`src/rtl/hcvg_pkg.sv`:
```
// Package for the Hilbert curve vertex generator: widths, direction codes,
// sub-curve tables, register indexes and the per-digit displacement function.
// No dependencies.
`timescale 1ns / 1ps
`default_nettype none

package hcvg_pkg;

    localparam int COORD_W       = 17;
    localparam int LVL_W         = 5;
    localparam int ORI_W         = 2;
    localparam int DEF_MAX_LEVEL = 16;
    localparam int ADDR_W        = 3;
    localparam int DATA_W        = 32;
    localparam int S_TDATA_W     = 8;
    localparam int M_TDATA_W     = 40;

    // register index is paddr[2]
    localparam logic REG_CURVE_LEVEL = 1'b0;
    localparam logic REG_START_ORIENT = 1'b1;

    localparam logic [LVL_W-1:0] LEVEL_RESET = LVL_W'(1);

    typedef enum logic [1:0] {
        DIR_UP    = 2'd0,
        DIR_LEFT  = 2'd1,
        DIR_DOWN  = 2'd2,
        DIR_RIGHT = 2'd3
    } t_dir;

    localparam t_dir CHILD_DIR [4][4] = '{
        '{DIR_LEFT,  DIR_UP,    DIR_UP,    DIR_RIGHT},
        '{DIR_UP,    DIR_LEFT,  DIR_LEFT,  DIR_DOWN},
        '{DIR_RIGHT, DIR_DOWN,  DIR_DOWN,  DIR_LEFT},
        '{DIR_DOWN,  DIR_RIGHT, DIR_RIGHT, DIR_UP}
    };

    localparam t_dir JOIN_MOVE [4][3] = '{
        '{DIR_DOWN,  DIR_RIGHT, DIR_UP},
        '{DIR_RIGHT, DIR_DOWN,  DIR_LEFT},
        '{DIR_UP,    DIR_LEFT,  DIR_DOWN},
        '{DIR_LEFT,  DIR_UP,    DIR_RIGHT}
    };

    typedef struct packed {
        logic [COORD_W-1:0] dx;
        logic [COORD_W-1:0] dy;
    } t_xy;

    typedef struct packed {
        logic [COORD_W-1:0] x;
        logic [COORD_W-1:0] y;
        t_dir               dir;
        logic               is_last;
        logic               past_end;
    } t_cell_pay;

    // displacement of the first q sub-curves of a curve of direction d,
    // each sub-curve spanning 'span' steps, plus the joining unit moves
    function automatic t_xy cell_step(input t_dir d, input logic [1:0] q,
                                      input logic [COORD_W-1:0] span);
        t_xy  acc;
        t_dir c;
        t_dir m;
        acc = '0;
        for (int j = 0; j < 3; j++) begin
            if (2'(j) < q) begin
                c = CHILD_DIR[d][2'(j)];
                m = JOIN_MOVE[d][2'(j)];
                case (c)
                    DIR_UP:   acc.dx = acc.dx + span;
                    DIR_LEFT: acc.dy = acc.dy + span;
                    DIR_DOWN: acc.dx = acc.dx - span;
                    default:  acc.dy = acc.dy - span;
                endcase
                case (m)
                    DIR_UP:   acc.dy = acc.dy - COORD_W'(1);
                    DIR_LEFT: acc.dx = acc.dx - COORD_W'(1);
                    DIR_DOWN: acc.dy = acc.dy + COORD_W'(1);
                    default:  acc.dx = acc.dx + COORD_W'(1);
                endcase
            end
        end
        return acc;
    endfunction

endpackage

`default_nettype wire

```
`src/rtl/hcvg_cell.sv`:
```
// One cell of the digit chain: resolves one base-4 digit of the vertex index
// and hands position, direction and remaining digits to the next cell.
// Depends on hcvg_pkg.
`timescale 1ns / 1ps
`default_nettype none

module hcvg_cell #(
    parameter int K     = 1,
    parameter int IDX_W = 2
) (
    input  wire                            i_clk,
    input  wire                            i_rst_n,
    input  wire                            i_en,
    input  wire [hcvg_pkg::LVL_W-1:0]      i_lvl,
    input  wire                            i_valid,
    input  wire [IDX_W-1:0]                i_idx,
    input  hcvg_pkg::t_cell_pay            i_pay,
    output logic                           o_valid,
    output logic [IDX_W-1:0]               o_idx,
    output hcvg_pkg::t_cell_pay            o_pay
);
    import hcvg_pkg::*;

    localparam logic [COORD_W-1:0] SPAN = COORD_W'((64'(1) << (K - 1)) - 64'(1));

    logic                 r_valid;
    logic [IDX_W-1:0]     r_idx;
    t_cell_pay            r_pay;
    logic [IDX_W-1:0]     n_idx;
    t_cell_pay            n_pay;
    logic [1:0]           w_q;
    logic                 w_active;
    t_xy                  w_step;

    assign w_q      = i_idx[IDX_W-1 -: 2];
    assign w_active = (LVL_W'(K) <= i_lvl);
    assign w_step   = cell_step(i_pay.dir, w_q, SPAN);

    always_comb begin
        n_pay = i_pay;
        n_idx = i_idx << 2;
        if (w_active) begin
            n_pay.x   = i_pay.x + w_step.dx;
            n_pay.y   = i_pay.y + w_step.dy;
            n_pay.dir = CHILD_DIR[i_pay.dir][w_q];
        end
    end

    always_ff @(posedge i_clk) begin
        if (!i_rst_n) begin
            r_valid <= 1'b0;
        end else if (i_en) begin
            r_valid <= i_valid;
        end
    end

    always_ff @(posedge i_clk) begin
        if (i_en) begin
            r_idx <= n_idx;
            r_pay <= n_pay;
        end
    end

    assign o_valid = r_valid;
    assign o_idx   = r_idx;
    assign o_pay   = r_pay;

endmodule

`default_nettype wire

```
`src/rtl/hilbert_curve_vertex_generator_core.sv`:
```
// The path from the input transfer to o_m_tvalid runs through the
// MAX_LEVEL cell registers and then the output register.
// Throughput: one vertex per cycle; the index counter updates on each transfer
// and a chain of MAX_LEVEL digit cells, one level each, forms the coordinates.
// A stall on the output freezes the whole chain and drops o_s_tready.
// Synchronous active-low reset: walk restarts at vertex 0, chain empties,
// curve_level = 1, start_orientation = 0. Depends on hcvg_pkg, hcvg_cell.
`timescale 1ns / 1ps
`default_nettype none

module hilbert_curve_vertex_generator_core #(
    parameter int MAX_LEVEL = hcvg_pkg::DEF_MAX_LEVEL
) (
    input  wire                               i_clk,
    input  wire                               i_rst_n,
    // configuration
    input  wire                               i_psel,
    input  wire                               i_penable,
    input  wire                               i_pwrite,
    input  wire [hcvg_pkg::ADDR_W-1:0]        i_paddr,
    input  wire [hcvg_pkg::DATA_W-1:0]        i_pwdata,
    output logic [hcvg_pkg::DATA_W-1:0]       o_prdata,
    output logic                              o_pready,
    // request stream
    input  wire                               i_s_tvalid,
    output logic                              o_s_tready,
    input  wire [hcvg_pkg::S_TDATA_W-1:0]     i_s_tdata,  // [0] restart
    // vertex stream
    output logic                              o_m_tvalid,
    input  wire                               i_m_tready,
    output logic [hcvg_pkg::M_TDATA_W-1:0]    o_m_tdata,  // [16:0] grid_x, [33:17] grid_y
    output logic                              o_m_tlast,  // is_last_vertex
    output logic                              o_m_tuser   // past_end
);
    import hcvg_pkg::*;

    localparam int CNT_W = 2 * MAX_LEVEL + 1;
    localparam int DIG_W = 2 * MAX_LEVEL;

    logic [LVL_W-1:0]   r_level;
    logic [ORI_W-1:0]   r_orient;
    logic [CNT_W-1:0]   r_idx;
    logic               r_fin;
    logic               r_out_valid;
    logic [COORD_W-1:0] r_out_x;
    logic [COORD_W-1:0] r_out_y;
    logic               r_out_last;
    logic               r_out_past;
    logic [COORD_W-1:0] r_last_x;
    logic [COORD_W-1:0] r_last_y;

    logic [CNT_W-1:0]   n_idx;
    logic               n_fin;

    logic               w_en;
    logic               w_accept;
    logic               w_cfg_wr;
    logic [LVL_W-1:0]   w_eff_lvl;
    logic [CNT_W-1:0]   w_cur_idx;
    logic               w_cur_fin;
    logic [CNT_W-1:0]   w_last_idx;
    logic               w_fin_now;
    logic               w_hit_last;

    logic               w_valid [0:MAX_LEVEL];
    logic [DIG_W-1:0]   w_idx   [0:MAX_LEVEL];
    t_cell_pay          w_pay   [0:MAX_LEVEL];

    // configuration port
    assign o_pready = 1'b1;
    assign w_cfg_wr = i_psel && i_penable && i_pwrite;

    always_comb begin
        case (i_paddr[2])
            REG_CURVE_LEVEL:  o_prdata = DATA_W'(r_level);
            REG_START_ORIENT: o_prdata = DATA_W'(r_orient);
            default:          o_prdata = '0;
        endcase
    end

    always_ff @(posedge i_clk) begin
        if (!i_rst_n) begin
            r_level  <= LEVEL_RESET;
            r_orient <= '0;
        end else if (w_cfg_wr) begin
            case (i_paddr[2])
                REG_CURVE_LEVEL:  r_level  <= i_pwdata[LVL_W-1:0];
                REG_START_ORIENT: r_orient <= i_pwdata[ORI_W-1:0];
                default:          r_level  <= r_level;
            endcase
        end
    end

    // index counter
    assign w_en       = !r_out_valid || i_m_tready;
    assign o_s_tready = w_en;
    assign w_accept   = i_s_tvalid && w_en;
    assign w_eff_lvl  = (r_level > LVL_W'(MAX_LEVEL)) ? LVL_W'(MAX_LEVEL) : r_level;

    always_comb begin
        w_cur_idx  = i_s_tdata[0] ? '0 : r_idx;
        w_cur_fin  = i_s_tdata[0] ? 1'b0 : r_fin;
        w_last_idx = ~({CNT_W{1'b1}} << {w_eff_lvl, 1'b0});
        w_fin_now  = w_cur_fin || ((w_cur_idx & ~w_last_idx) != '0);
        w_hit_last = !w_fin_now && (w_cur_idx == w_last_idx);
        n_fin      = w_fin_now || w_hit_last;
        n_idx      = n_fin ? w_cur_idx : w_cur_idx + CNT_W'(1);
    end

    always_ff @(posedge i_clk) begin
        if (!i_rst_n) begin
            r_idx <= '0;
            r_fin <= 1'b0;
        end else if (w_accept) begin
            r_idx <= n_idx;
            r_fin <= n_fin;
        end
    end

    // digit chain, top level first
    assign w_valid[0]        = w_accept;
    assign w_idx[0]          = w_cur_idx[DIG_W-1:0];
    assign w_pay[0].x        = '0;
    assign w_pay[0].y        = '0;
    assign w_pay[0].dir      = t_dir'(r_orient);
    assign w_pay[0].is_last  = w_hit_last;
    assign w_pay[0].past_end = w_fin_now;

    for (genvar g = 0; g < MAX_LEVEL; g++) begin : g_cell
        hcvg_cell #(
            .K     (MAX_LEVEL - g),
            .IDX_W (DIG_W)
        ) u_cell (
            .i_clk   (i_clk),
            .i_rst_n (i_rst_n),
            .i_en    (w_en),
            .i_lvl   (w_eff_lvl),
            .i_valid (w_valid[g]),
            .i_idx   (w_idx[g]),
            .i_pay   (w_pay[g]),
            .o_valid (w_valid[g+1]),
            .o_idx   (w_idx[g+1]),
            .o_pay   (w_pay[g+1])
        );
    end

    // output register; past-end items repeat the last vertex given
    always_ff @(posedge i_clk) begin
        if (!i_rst_n) begin
            r_out_valid <= 1'b0;
            r_last_x    <= '0;
            r_last_y    <= '0;
        end else if (w_en) begin
            r_out_valid <= w_valid[MAX_LEVEL];
            if (w_valid[MAX_LEVEL] && !w_pay[MAX_LEVEL].past_end) begin
                r_last_x <= w_pay[MAX_LEVEL].x;
                r_last_y <= w_pay[MAX_LEVEL].y;
            end
        end
    end

    always_ff @(posedge i_clk) begin
        if (w_en && w_valid[MAX_LEVEL]) begin
            r_out_last <= w_pay[MAX_LEVEL].is_last;
            r_out_past <= w_pay[MAX_LEVEL].past_end;
            if (w_pay[MAX_LEVEL].past_end) begin
                r_out_x <= r_last_x;
                r_out_y <= r_last_y;
            end else begin
                r_out_x <= w_pay[MAX_LEVEL].x;
                r_out_y <= w_pay[MAX_LEVEL].y;
            end
        end
    end

    assign o_m_tvalid = r_out_valid;
    assign o_m_tdata  = {(M_TDATA_W - 2 * COORD_W)'(0), r_out_y, r_out_x};
    assign o_m_tlast  = r_out_last;
    assign o_m_tuser  = r_out_past;

    a_flags_excl: assert property (@(posedge i_clk) disable iff (!i_rst_n)
        o_m_tvalid |-> !(o_m_tlast && o_m_tuser))
        else $error("last vertex and past-end flagged together");

    a_fin_sticky: assert property (@(posedge i_clk) disable iff (!i_rst_n)
        (w_accept && !i_s_tdata[0] && r_fin) |=> r_fin)
        else $error("finished walk resumed without restart");

    a_restart_idx: assert property (@(posedge i_clk) disable iff (!i_rst_n)
        (w_accept && i_s_tdata[0]) |=> (r_idx == CNT_W'(1) || r_fin))
        else $error("restart did not return walk to start");

    a_past_repeat: assert property (@(posedge i_clk) disable iff (!i_rst_n)
        (o_m_tvalid && o_m_tuser) |-> (r_out_x == r_last_x && r_out_y == r_last_y))
        else $error("past-end transfer does not repeat last vertex");

endmodule

`default_nettype wire
```
`config.mk`:
```
export PLATFORM = sky130hd
export DESIGN_NAME = hilbert_curve_vertex_generator_core
export DESIGN_NICKNAME = d
export VERILOG_FILES = /design/src/rtl/hcvg_pkg.sv /design/src/rtl/hcvg_cell.sv /design/src/rtl/hilbert_curve_vertex_generator_core.sv
export SDC_FILE = /design/constraint.sdc
export NUM_CORES = 2
export LEC_CHECK = 0
export BUFFER_PORTS_ARGS = -buffer_cell sky130_fd_sc_hd__buf_4
export CAP_MARGIN = 30
export CORE_MARGIN = 10
export CORE_UTILIZATION = 59
export DETAILED_ROUTE_END_ITERATION = 16
export GPL_ROUTABILITY_DRIVEN = 1
export MAX_ROUTING_LAYER = met4
export PLACE_DENSITY = 0.87
export SLEW_MARGIN = 15
export SYNTH_ARGS = -nofsm -noshare
export SYNTH_HDL_FRONTEND = slang
export SYNTH_SLANG_ARGS = --single-unit
```
`constraint.sdc`:
```
create_clock -name i_clk -period 28.4 [get_ports i_clk]
set_clock_uncertainty 0.1 [all_clocks]
set_input_delay 2.84 -clock i_clk [delete_from_list [all_inputs] [get_ports i_clk]]
set_output_delay 2.84 -clock i_clk [all_outputs]
set_load 0.01 [all_outputs]
```
# After elaboration in Yosys (flattened, before gate mapping)
# Index checks and enable logic that the tools add are counted.
# totals
reg_bits,974
input_bits,50
output_inout_bits,77
elab_cells,1186
# classes
addsub,248
order_cmp,97
n_eq_ne,125
shift,1
muxes,418
bitwise_logic,36
reduce_logical,140
# op_table
operator,count
one-hot mux 17 bit (2 select lines),124
2-to-1 mux 34 bit,48
"adder 17 x 1 -> 17 bit, second input constant",81
2-to-1 mux 17 bit,81
"subtractor 17 x 1 -> 17 bit, second input constant",66
2-to-1 mux 36 bit,15
adder 17 bit,30
binary-select mux 8 bit (select 2 bit),16
2-to-1 mux 8 bit,32
binary-select mux 6 bit (select 2 bit),16
2-to-1 mux 6 bit,32
"== test 2 x 1 -> 1 bit, second input constant",62
"== test 2 bit, second input constant",62
logical NOT 2 bit,62
OR reduction 2 bit,62
"greater-or-equal comparator 3 bit, second input constant",32
NOT 2 -> 3 bit,32
2-to-1 mux 2 bit,33
2-to-1 mux 33 bit,2
NOT 33 bit,2
binary-select mux 2 bit (select 2 bit),16
"< comparator 1 x 2 -> 1 bit, first input constant",32
one-hot mux 32 bit (2 select lines),1
"subtractor 17 x 10 -> 17 bit, second input constant",3
other kinds (46),123

# Depth between registers and ports, before layout
# logic_depth
depth_word,22
ltp_mapped,28
depth_no_buf,26

# Modules after synthesis
# From an unflattened synthesis, not the netlist that was laid out.
# unflattened
cells_unflattened,8473
area_unflattened_um2,84747.5
# modules_own_cells
module,instances,cells_each,area_per_inst_um2,seq_area_each_um2
hilbert_curve_vertex_generator_core,1,681,6203.4,2602.5
hcvg_cell (g_cell[1].u_cell),1,550,5361.4,2062.0
hcvg_cell (g_cell[3].u_cell),1,532,5337.6,2062.0
hcvg_cell (g_cell[0].u_cell),1,523,5336.4,2062.0
hcvg_cell (g_cell[2].u_cell),1,531,5191.2,2062.0
hcvg_cell (g_cell[4].u_cell),1,498,4998.5,2062.0
hcvg_cell (g_cell[11].u_cell),1,494,4967.3,2062.0
hcvg_cell (g_cell[5].u_cell),1,493,4964.8,2062.0
hcvg_cell (g_cell[7].u_cell),1,488,4913.5,2062.0
hcvg_cell (g_cell[6].u_cell),1,494,4877.2,2062.0
hcvg_cell (g_cell[8].u_cell),1,488,4863.4,2062.0
hcvg_cell (g_cell[13].u_cell),1,489,4825.9,2062.0
hcvg_cell (g_cell[10].u_cell),1,473,4818.4,2062.0
hcvg_cell (g_cell[12].u_cell),1,484,4785.8,2062.0
+3 rows,-,-,-,-

# Worst setup path after synthesis
# No wires, ideal clock.
# synth_path
path_kind,input to output
from,in i_m_tready
to,out o_s_tready
t_arrival_ns,26.131
t_required_ns,25.460
setup_slack_ns,-0.671
cell_stages,4
n_path_buf,2
path_cell_list,nor2b_1 > clkbuf_1 > inv_2 > buf_1
# synth_via
elab_chain_len,1
# synth_rtl
item,line,rtl
from (decl),hilbert_curve_vertex_generator_core.sv:30,"input wire i_m_tready,"
logical OR 1 bit,hilbert_curve_vertex_generator_core.sv:95,assign w_en = !r_out_valid || i_m_tready;
to (decl),hilbert_curve_vertex_generator_core.sv:26,"output logic o_s_tready,"
# No other way between the ends.

==> summary.md <==
| Metric | Value |
|---|---|
| Via density per instance | 6.06 |
| Detailed placer's ending HPWL | 125000 µm |
| Setup slack, reg-to-reg | 20.96 ns |
| IR Drop Worst-Case VDD | 45.8 µV |
| Placement Rows | 128 |
| Total Power | 3.57 mW |
| Total cell area at the placement stage | 74400 µm² |
| Number of flip-flops and latches in the synthesized netlist | 974 |
| Min-Delay Path Class | reg2reg |
| Number of enable-type register cells in the synthesized netlist | 882 |
| CTS root buf | sky130_fd_sc_hd__clkbuf_16 |
| Share of the synthesized area in the top cell type | 0.364 |
| Starting Density | 0.596 |
| Via count | 56.8k |
| Startpoint class of the critical path | flip-flop |
| Fin crit share | 0.262 |
| Post-synthesis sequential area ratio | 0.390 |
| Most instantiated flip-flop cell in the synthesis netlist | sky130_fd_sc_hd__edfxtp_1 |
| Area growth, synth to finish | 7.65% |
| Total of endpoints with negative setup slack in the final report | 0 |
| Endpoint class of the critical path | flip-flop |
| Max-slew headroom at the worst pin | 0.266 |
| Outcome | finished, final reports clean |
| Post-detailed-route DRC marker count | 0 |
| Category of the most critical setup path | reg2reg |
| Tmin final | 7.44 ns |
| Total of buffers placed on input and output ports | 56 |
| Clock Sink Count | 974 |
| Drt wl/cell | 18.1 µm |
| Leading post-synthesis cells by cell area | sky130_fd_sc_hd__edfxtp_1 (36%), sky130_fd_sc_hd__ha_1 (11%), sky130_fd_sc_hd__nand2_1 (5.5%) |
| Wire length of the first global-routing pass | 272000 µm |
| Total Negative Setup Slacks | 0 ns |
| Quantity of hold-fixing buffers added after cts | 0 |
| Total power density per cell area | 45.7 nW/µm² |
| Number of distinct standard cells referenced by the synthesized netlist | 103 |
| Die width | 371 µm |
| Syn_area_per_cell | 9.42 µm² |
| # IOs | 127 |
| Met1 Routed Length | 70800 µm |
| Clock tree from TritonCTS | done |
| Maximum clock rate | 0.134 GHz |
| Top fanout value on the critical path | 24 |
| Number of nets still failing antenna checks after routing | 0 |
| Library cell occupying the most area in the post-synthesis netlist | sky130_fd_sc_hd__edfxtp_1 |
| Number of fillers in the final layout | 9290 |
| CORE AREA | 122000 µm² |
| Fraction of layout instances using a drive strength above 1 | 0.0591 |
| Met2 wire length | 79700 µm |
| Maximum capacitance violations | 0 |
| Max layer used | met4 |
| Placed Cells incl. Taps | 9156 |
| Count of mapped cells out of synthesis | 7714 |
| Deepest clock path buffer count | 3 |
| Pin count of the biggest net entering global routing | 186 |
| Global router's overall resource usage | 0.245 |
| Number of H-tree levels | 3 |
| Worst Hold Slack | 0.289 ns |
| Share of synthesized registers carrying an async set or reset | 0 |
| Final Util | 0.641 |
| Leakage | 34.9 nW |
| Worst-skew pair later-pin latency | 0.71 ns |
| Gp weighted congestion | 0.923 |
| Leftover overflow at the end of global routing | 0 |
| Final hold vios | 0 |
| Routed length on met3 | 12700 µm |
| Routed wire length | 169000 µm |
| Required time of the critical path | 28.76 ns |
| Number of standard cells in the final layout excluding fillers | 9362 |
| Post_cts resized | 0 |
| Violation count after the first detailed-route iteration | 5993 |
| Cts bufs inserted | 104 |
| Number of detailed-routing iterations run before antenna repair | 8 |
| Setup ws final | 20.96 ns |
| Area of all placed cells without fillers | 78300 µm² |
| Number of max-slew violations in the final report | 0 |
| Number of antenna violations at the first check in global routing | 3 |
| Yosys Warn Count | 0 |
| Data arrival time of the critical path | 7.81 ns |
| Vias in the first global route | 54.2k |
| Overall die height | 371 µm |
| Number of nets in the layout | 8480 |
| Clk slew on worst S/H paths | 0.07 ns |
| Number of setup buffers added after CTS | 0 |
| Die outline area | 138000 µm² |
| Unrepaired setup endpoints after global routing | no |
| Cell area after technology mapping | 72700 µm² |
| Slew @ Worst Pin | 1.10 ns |
| Placement Setup Slack | 21.10 ns |
## power by group
part	internal (mW)	switching, mW
combinational	0.163	0.261
clock	0.893	0.579
sequential	1.62	0.0569
## worst paths after layout
| path | cells after the start | endpoint | from |
|---|---|---|---|
| worst max register to register | 23 | g_cell[2].u_cell.o_pay[20] | g_cell[1].u_cell.o_pay[2] |
| worst min register to register | 0 | g_cell[1].u_cell.o_idx[18] | g_cell[0].u_cell.o_idx[16] |
| worst max-delay path | 23 | g_cell[2].u_cell.o_pay[20] | g_cell[1].u_cell.o_pay[2] |
| worst min-delay path | 0 | g_cell[1].u_cell.o_idx[18] | g_cell[0].u_cell.o_idx[16] |
## synth_stat cells, types with 35 or more instances
master and n:
sky130_fd_sc_hd__nand2_1 1064, sky130_fd_sc_hd__edfxtp_1 882, sky130_fd_sc_hd__ha_1 638, sky130_fd_sc_hd__a21oi_1 593, sky130_fd_sc_hd__o21ai_0 580, sky130_fd_sc_hd__nor2_1 563, sky130_fd_sc_hd__inv_1 303, sky130_fd_sc_hd__xor2_1 295
sky130_fd_sc_hd__xnor2_1 260, sky130_fd_sc_hd__clkbuf_1 241, sky130_fd_sc_hd__a21o_1 152, sky130_fd_sc_hd__fa_1 149, sky130_fd_sc_hd__nand3_1 147, sky130_fd_sc_hd__nor2b_1 140, sky130_fd_sc_hd__nor3_1 131, sky130_fd_sc_hd__nand2b_1 111
sky130_fd_sc_hd__and2_1 110, sky130_fd_sc_hd__o21a_1 95, sky130_fd_sc_hd__dfxtp_1 92, sky130_fd_sc_hd__mux2_2 73, sky130_fd_sc_hd__a21boi_0 69, sky130_fd_sc_hd__a31oi_1 69, sky130_fd_sc_hd__o31ai_1 69, sky130_fd_sc_hd__a211oi_1 61
sky130_fd_sc_hd__and3_1 60, sky130_fd_sc_hd__o21bai_1 60, sky130_fd_sc_hd__or2_2 52, sky130_fd_sc_hd__or3_1 51, sky130_fd_sc_hd__mux2i_1 46, sky130_fd_sc_hd__o211ai_1 43, sky130_fd_sc_hd__nand4_1 42, sky130_fd_sc_hd__buf_4 35
## cell usage in the layout (no fill, tap or decap), types with 73 or more instances in the layout
cell                        synthesis  layout
sky130_fd_sc_hd__a21o_1           152     152
sky130_fd_sc_hd__a21oi_1          593     590
sky130_fd_sc_hd__and2_1           110     109
sky130_fd_sc_hd__buf_4             35      99
sky130_fd_sc_hd__clkbuf_16          0     109
sky130_fd_sc_hd__dfxtp_1           92      92
sky130_fd_sc_hd__edfxtp_1         882     882
sky130_fd_sc_hd__fa_1             149     149
sky130_fd_sc_hd__ha_1             638     638
sky130_fd_sc_hd__inv_1            303     303
sky130_fd_sc_hd__mux2_2            73      73
sky130_fd_sc_hd__nand2_1         1064    1064
sky130_fd_sc_hd__nand2b_1         111     111
sky130_fd_sc_hd__nand3_1          147     147
sky130_fd_sc_hd__nor2_1           563     563
sky130_fd_sc_hd__nor2b_1          140     138
sky130_fd_sc_hd__nor3_1           131     131
sky130_fd_sc_hd__o21a_1            95      95
sky130_fd_sc_hd__o21ai_0          580     579
sky130_fd_sc_hd__xnor2_1          260     260
sky130_fd_sc_hd__xor2_1           295     295
## cell type report
cell class	count	area [µm²]	area share
repair buffers	107	913	0.0117
well taps	1625	2030	0.0260
diodes	5	12.5	0.000160
flip-flops and latches	974	28300	0.362
clock inverters	67	890	0.0114
inverters	317	1200	0.0153
clock buffers	128	2840	0.0363
multi-input cells	6139	42000	0.537
## layer usage
metal / global-route usage / vias up
li1: - / 27600
met1: 0.310 / 26800
met2: 0.399 / 2031
met3: 0.0386 / 397
met4: 0.0819 / 0
met5: - / -
## flip-flops by register name (all words and copies together) (netlist names)
name                   count
r_last_x                  17
r_idx                     33
r_orient                   2
g_cell.u_cell.o_pay      606
r_out_x                   17
r_level                    5
r_out_y                   17
r_last_y                  17
o_m_tvalid                 1
o_m_tlast                  1
r_fin                      1
g_cell.u_cell.o_idx      240
o_m_tuser                  1
g_cell.u_cell.o_valid     16
## cell families (layout without fill, tap and decap cells)
kind of cell | count (synthesis) | count (layout) | synth area share
xor gates and xnor gates | 555 | 555 | 0.0669
buffers and inverters | 634 | 619 | 0.0350
muxes | 119 | 119 | 0.0176
and+or+nand+nor | 2586 | 2586 | 0.165
adders and majority gates | 787 | 787 | 0.151
AOI/OAI and AO/OA | 2057 | 2057 | 0.175
DFF | 974 | 974 | 0.390
other | 2 | 40 | 0.000103
## critical path: stages, from the launching register on
cell,delay [ns]
sky130_fd_sc_hd__edfxtp_1,0.81
sky130_fd_sc_hd__inv_1,0.41
sky130_fd_sc_hd__nand2_1,0.15
sky130_fd_sc_hd__ha_1,0.51
sky130_fd_sc_hd__inv_1,0.19
sky130_fd_sc_hd__o31ai_1,0.40
sky130_fd_sc_hd__fa_1,0.43
sky130_fd_sc_hd__inv_1,0.13
sky130_fd_sc_hd__fa_1,0.40
sky130_fd_sc_hd__inv_1,0.12
sky130_fd_sc_hd__fa_1,0.26
sky130_fd_sc_hd__a41oi_1,0.14
sky130_fd_sc_hd__a211oi_1,0.52
sky130_fd_sc_hd__and4_1,0.35
sky130_fd_sc_hd__nor3b_2,0.25
sky130_fd_sc_hd__nor2b_1,0.08
sky130_fd_sc_hd__o31ai_1,0.39
sky130_fd_sc_hd__ha_1,0.24
sky130_fd_sc_hd__nand3_1,0.11
sky130_fd_sc_hd__or2_2,0.31
sky130_fd_sc_hd__o21ba_2,0.21
sky130_fd_sc_hd__a311oi_1,0.31
sky130_fd_sc_hd__mux2i_1,0.26
sky130_fd_sc_hd__xnor2_1,0.09
Power figures use the tool's default switching activity.
